File: src/rtl/sws_pkg.sv
// sws_pkg: shared widths, field codes and the command/status structs
// used between the search controller and the search datapath
// no dependencies
package sws_pkg;

    localparam int WORD_W  = 64;
    localparam int COUNT_W = 14;
    localparam int INDEX_W = 13;

    // request kinds
    localparam logic KIND_LOAD  = 1'b0;
    localparam logic KIND_QUERY = 1'b1;

    // controller to datapath
    typedef struct packed {
        logic load_en;      // write the request word into the table
        logic start_query;  // latch key, set bounds, issue first read
        logic step;         // compare read word and narrow the bounds
    } sws_cmd_t;

    // datapath to controller
    typedef struct packed {
        logic empty;        // saturated entry count is zero
        logic hit;          // key equals the word just read
        logic last;         // midpoint has reached the lower bound
    } sws_stat_t;

endpackage

File: src/rtl/sws_ctrl.sv
// sws_ctrl: request handshake, search sequencing and result register
// depends on sws_pkg
module sws_ctrl
    import sws_pkg::*;
(
    input  logic      clk,
    input  logic      rst_n,
    input  logic      in_valid,
    output logic      in_ready,
    input  logic      kind,
    output logic      out_valid,
    input  logic      out_ready,
    output logic      found,
    output sws_cmd_t  cmd,
    input  sws_stat_t stat
);

    typedef enum logic {
        ST_IDLE,
        ST_SEARCH
    } state_t;

    state_t state_reg, state_next;
    logic   out_valid_reg, out_valid_next;
    logic   found_reg, found_next;
    logic   accept;
    logic   slot_free;

    assign slot_free = !out_valid_reg || out_ready;
    assign in_ready  = (state_reg == ST_IDLE) && ((kind == KIND_LOAD) || slot_free);
    assign accept    = in_valid && in_ready;

    always_comb
    begin
        cmd.load_en     = accept && (kind == KIND_LOAD);
        cmd.start_query = accept && (kind == KIND_QUERY);
        cmd.step        = (state_reg == ST_SEARCH) && !(stat.hit || stat.last);
    end

    always_comb
    begin
        state_next     = state_reg;
        out_valid_next = out_valid_reg && !out_ready;
        found_next     = found_reg;
        case (state_reg)
            ST_IDLE:
            begin
                if (cmd.start_query)
                begin
                    if (stat.empty)
                    begin
                        out_valid_next = 1'b1;
                        found_next     = 1'b0;
                    end
                    else
                    begin
                        state_next = ST_SEARCH;
                    end
                end
            end
            ST_SEARCH:
            begin
                if (stat.hit || stat.last)
                begin
                    out_valid_next = 1'b1;
                    found_next     = stat.hit;
                    state_next     = ST_IDLE;
                end
            end
            default:
            begin
                state_next = ST_IDLE;
            end
        endcase
    end

    always_ff @(posedge clk or negedge rst_n)
    begin
        if (!rst_n)
        begin
            state_reg     <= ST_IDLE;
            out_valid_reg <= 1'b0;
            found_reg     <= 1'b0;
        end
        else
        begin
            state_reg     <= state_next;
            out_valid_reg <= out_valid_next;
            found_reg     <= found_next;
        end
    end

    assign out_valid = out_valid_reg;
    assign found     = found_reg;

endmodule

File: config.mk
export PLATFORM = sky130hd
export DESIGN_NAME = sws_ctrl
export DESIGN_NICKNAME = d
export VERILOG_FILES = /design/src/rtl/sws_pkg.sv /design/src/rtl/sws_ctrl.sv
export SDC_FILE = /design/constraint.sdc
export NUM_CORES = 1
export LEC_CHECK = 0
export BUFFER_PORTS_ARGS = -buffer_cell sky130_fd_sc_hd__buf_4
export CAP_MARGIN = 10
export CORE_AREA = 2 2 39 41
export CTS_BUF_LIST = sky130_fd_sc_hd__clkbuf_4
export CTS_CLUSTER_SIZE = 20
export DETAILED_ROUTE_END_ITERATION = 6
export DIE_AREA = 0 0 41 43
export PLACE_DENSITY_LB_ADDON = 0.05
export SYNTH_ARGS = -nofsm -noshare
export SYNTH_HDL_FRONTEND = slang
export SYNTH_SLANG_ARGS = --single-unit
File: constraint.sdc
create_clock -name clk -period 1.7 [get_ports clk]
set_clock_uncertainty 0.2 [all_clocks]
set_input_delay 0.255 -clock clk [delete_from_list [all_inputs] [get_ports clk]]
set_output_delay 0.255 -clock clk [all_outputs]
set_load 0.02 [all_outputs]
==> reports/metrics.sh <==
WORST-ENDPOINT-REQUIRED_NS=1.24
SEQ_CELLS_POST_SYNTH=3
DETAILED_ROUTE_WIRE_LENGTH_PER_CELL_UM=9.45
DIODES=0
CORE_AREA_MM2=0.00138
OUTCOME='completed'
POWER_DENSITY_mW_PER_MM2=894
SYNTHDISTINCTLIBCELLS=14
STARTPOINT_TYPE='flip-flop'
SETUP-TNS-FINAL_NS=0
SYNTH_TOP_CELL_BY_AREA='dfrtp_1'
SYNTH_SEQ_AREA_SHARE=0.395
WP_DATA_ARRIVAL_NS=1.18
FINAL_HOLD_VIOL_COUNT=0
FINAL_CORE_UTIL=0.275
CP_MAX_FO=5
SYNTH_CELLS=18
CLOCK_SINKS=3
FINAL_CELLS=55
NUMPORTBUFFERS=13
ANT_NETS=0
FINAL_PERIOD_MINUS_WORST_SETUP_SLACK_NS=1.64
DRTITER0DRC=3
CTS_TREE='built'
DRCVIOLATIONCOUNT=0
AREA.GROWTH.SYNTH_TO_FINAL_PCT=100
IO_PINS=14
SYNTHESIS.AREA_UM2=190
GRT_START_MAX_NET_PINS=8
WORST_SETUP_PATH_END_KIND='primary output'
PLACE_INST=47
CRITICAL_PATH_CLASS='flip-flop to primary output'
WORST_HOLD_PATH_TYPE='primary input to flip-flop'
GRT_FIRST_PASS_WIRELENGTH_UM=765
FMAX_MHz=611
INITIAL_STANDARD_CELL_UTILIZATION_OF_THE_CORE=0.137
AVGVIACOUNTPERCELL=3.96
FLOORPLAN.DIE.HEIGHT_UM=43
SYNTHDOMINANTCELLAREASHARE=0.395
SYNTH-WARNING-COUNT=0
NUMBER_OF_ANTENNA_VIOLATIONS_AT_THE_FIRST_CHECK_IN_GLOBAL_ROUTING=0
ROWS=14
FLOORPLAN.DIE_AREA_MM2=0.00176
CLK-INSERTION-DELAY-LATE_NS=0.23
LAYOUT-DRIVE-GT1-SHARE=0.667
NUMCTSBUFFERS=3
CLKTRANSATPATHREGS_NS=0.04
VDD_DROP_MAX_uV=303
WORST_SLEW_MARGIN_REL=0.852
SETUP_VIOL=0
AVG_CELL_AREA_SYN_UM2=10.6
FINAL_WORST_PATH_CYCLE_SHARE=0.962
ROUTED-VIA-COUNT=218
NETLIST_TOP_CELLS_AREA='dfrtp_1 (39%), nor3b_4 (9.9%), nand2b_4 (7.2%), and2b_4 (5.3%), o21ai_0 (5.3%)'
MAXSLEWVIOLCOUNT=0
CHIPWIDTH_UM=41
GRTUSAGETOTAL=0.0694
CLOCK-ROOT-BUFFER='clkbuf_4'
OVERFLOW=0
SYNTH.NET_COUNT=26
CLOCKBUFFERDEPTH=2
GRT_PASS1_VIAS=213
GPL.FINAL_WEIGHTED_CONGESTION=0.556
RSZ0062_AT_GRT='no'
NETS_FINAL=48
MAX_SLEW.WORST_PIN.SLEW_NS=0.220
P_LEAK_nW=0.190
ROUTE.FINAL.WIRE_LENGTH_UM=520
CTSHTREEMAXLEVEL=1
DRT-PASS1-ITER-COUNT=2
CAP_VIOLATIONS=0
power by group:
| part | total, mW | leakage (nW) | switching, mW | internal [mW] |
|---|---|---|---|---|
| registers | 0.0916 | 0.0376 | 0.00853 | 0.0831 |
| logic | 0.108 | 0.134 | 0.0499 | 0.0585 |
| clock network | 0.140 | 0.0184 | 0.0361 | 0.104 |
| total | 0.340 | 0.190 | 0.0945 | 0.245 |
cell type report:
class | count | area, µm²
clock buffer | 4 | 30.0
fill | 159 | 1000
multi-input combinational | 15 | 120
sequential | 3 | 76.3
tap | 16 | 20.0
timing repair buffer | 17 | 134
metal layers:
| metal | global-route usage | share of wire |
|---|---|---|
| met3 | 0.0366 | 0.11 |
| met2 | 0.0938 | 0.51 |
| met1 | 0.0647 | 0.38 |
| met5 | 0 | 0 |
| met4 | 0.0800 | 0 |
worst max-delay path: stages, from the launching register on:
cell	delay [ns]
dfrtp_2	0.42
nand2b_4	0.17
nor3b_4	0.22
buf_6	0.14
stage by stage:
| step | total power, mW | cell area [µm²] | setup WS [ns] | hold slack [ns] |
|---|---|---|---|---|
| after floorplan | 0.143 | 190 | 0.227 | -0.241 |
| after global placement | 0.194 | 308 | 0.254 | -0.154 |
| after detailed placement | 0.191 | 308 | 0.255 | -0.154 |
| after CTS | 0.340 | 348 | 0.00199 | 0.0531 |
| after global routing | 0.363 | 380 | 0.00801 | 0.0691 |
| final | 0.340 | 380 | 0.0640 | 0.0589 |
path summary, 6_finish.rpt:
path | start | to | slack (ns) | cells past startpoint
max | state_reg | cmd[1] | 0.06 | 3
min | stat[2] | out_valid | 0.06 | 2
max reg2reg | state_reg | out_valid | 0.38 | 4
min reg2reg | found | found | 0.40 | 2
max in group asynchronous | rst_n | state_reg | 1.05 | 2
min in group asynchronous | rst_n | out_valid | 0.15 | 2
timing repair:
item	4_1_cts	5_1_grt
setup endpoints to repair	0	2
hold buffers	1	0
buffers inserted	0	3
resized for setup	0	3
endpoints found under the hold margin	3	0
layout by cell type (no fill, tap or decap), types with 2 or more instances in the layout:
master and n:
clkbuf_4 4, buf_4 15, dfrtp_1 2, nor2_1 2
o21ai_0 2
synth_stat cells, drive strengths merged:
library cell  instances
and2b                 1
nor3b                 2
nand2                 1
nor2                  2
nor2b                 1
a211o                 1
a21o                  1
o21ai                 2
a21oi                 1
nand2b                1
o31ai                 1
dfrtp                 3
o21a                  1
kinds of logic (layout without fill, tap and decap cells):
kind of cell / count (synthesis) / count (layout) / synth area share
flip-flops: 3 / 3 / 0.395
buffers and inverters: 0 / 21 / 0
AND/OR/NAND/NOR: 8 / 8 / 0.355
AO/OA/AOI/OAI: 7 / 7 / 0.250
No activity file was read; power rests on OpenSTA's default activity.
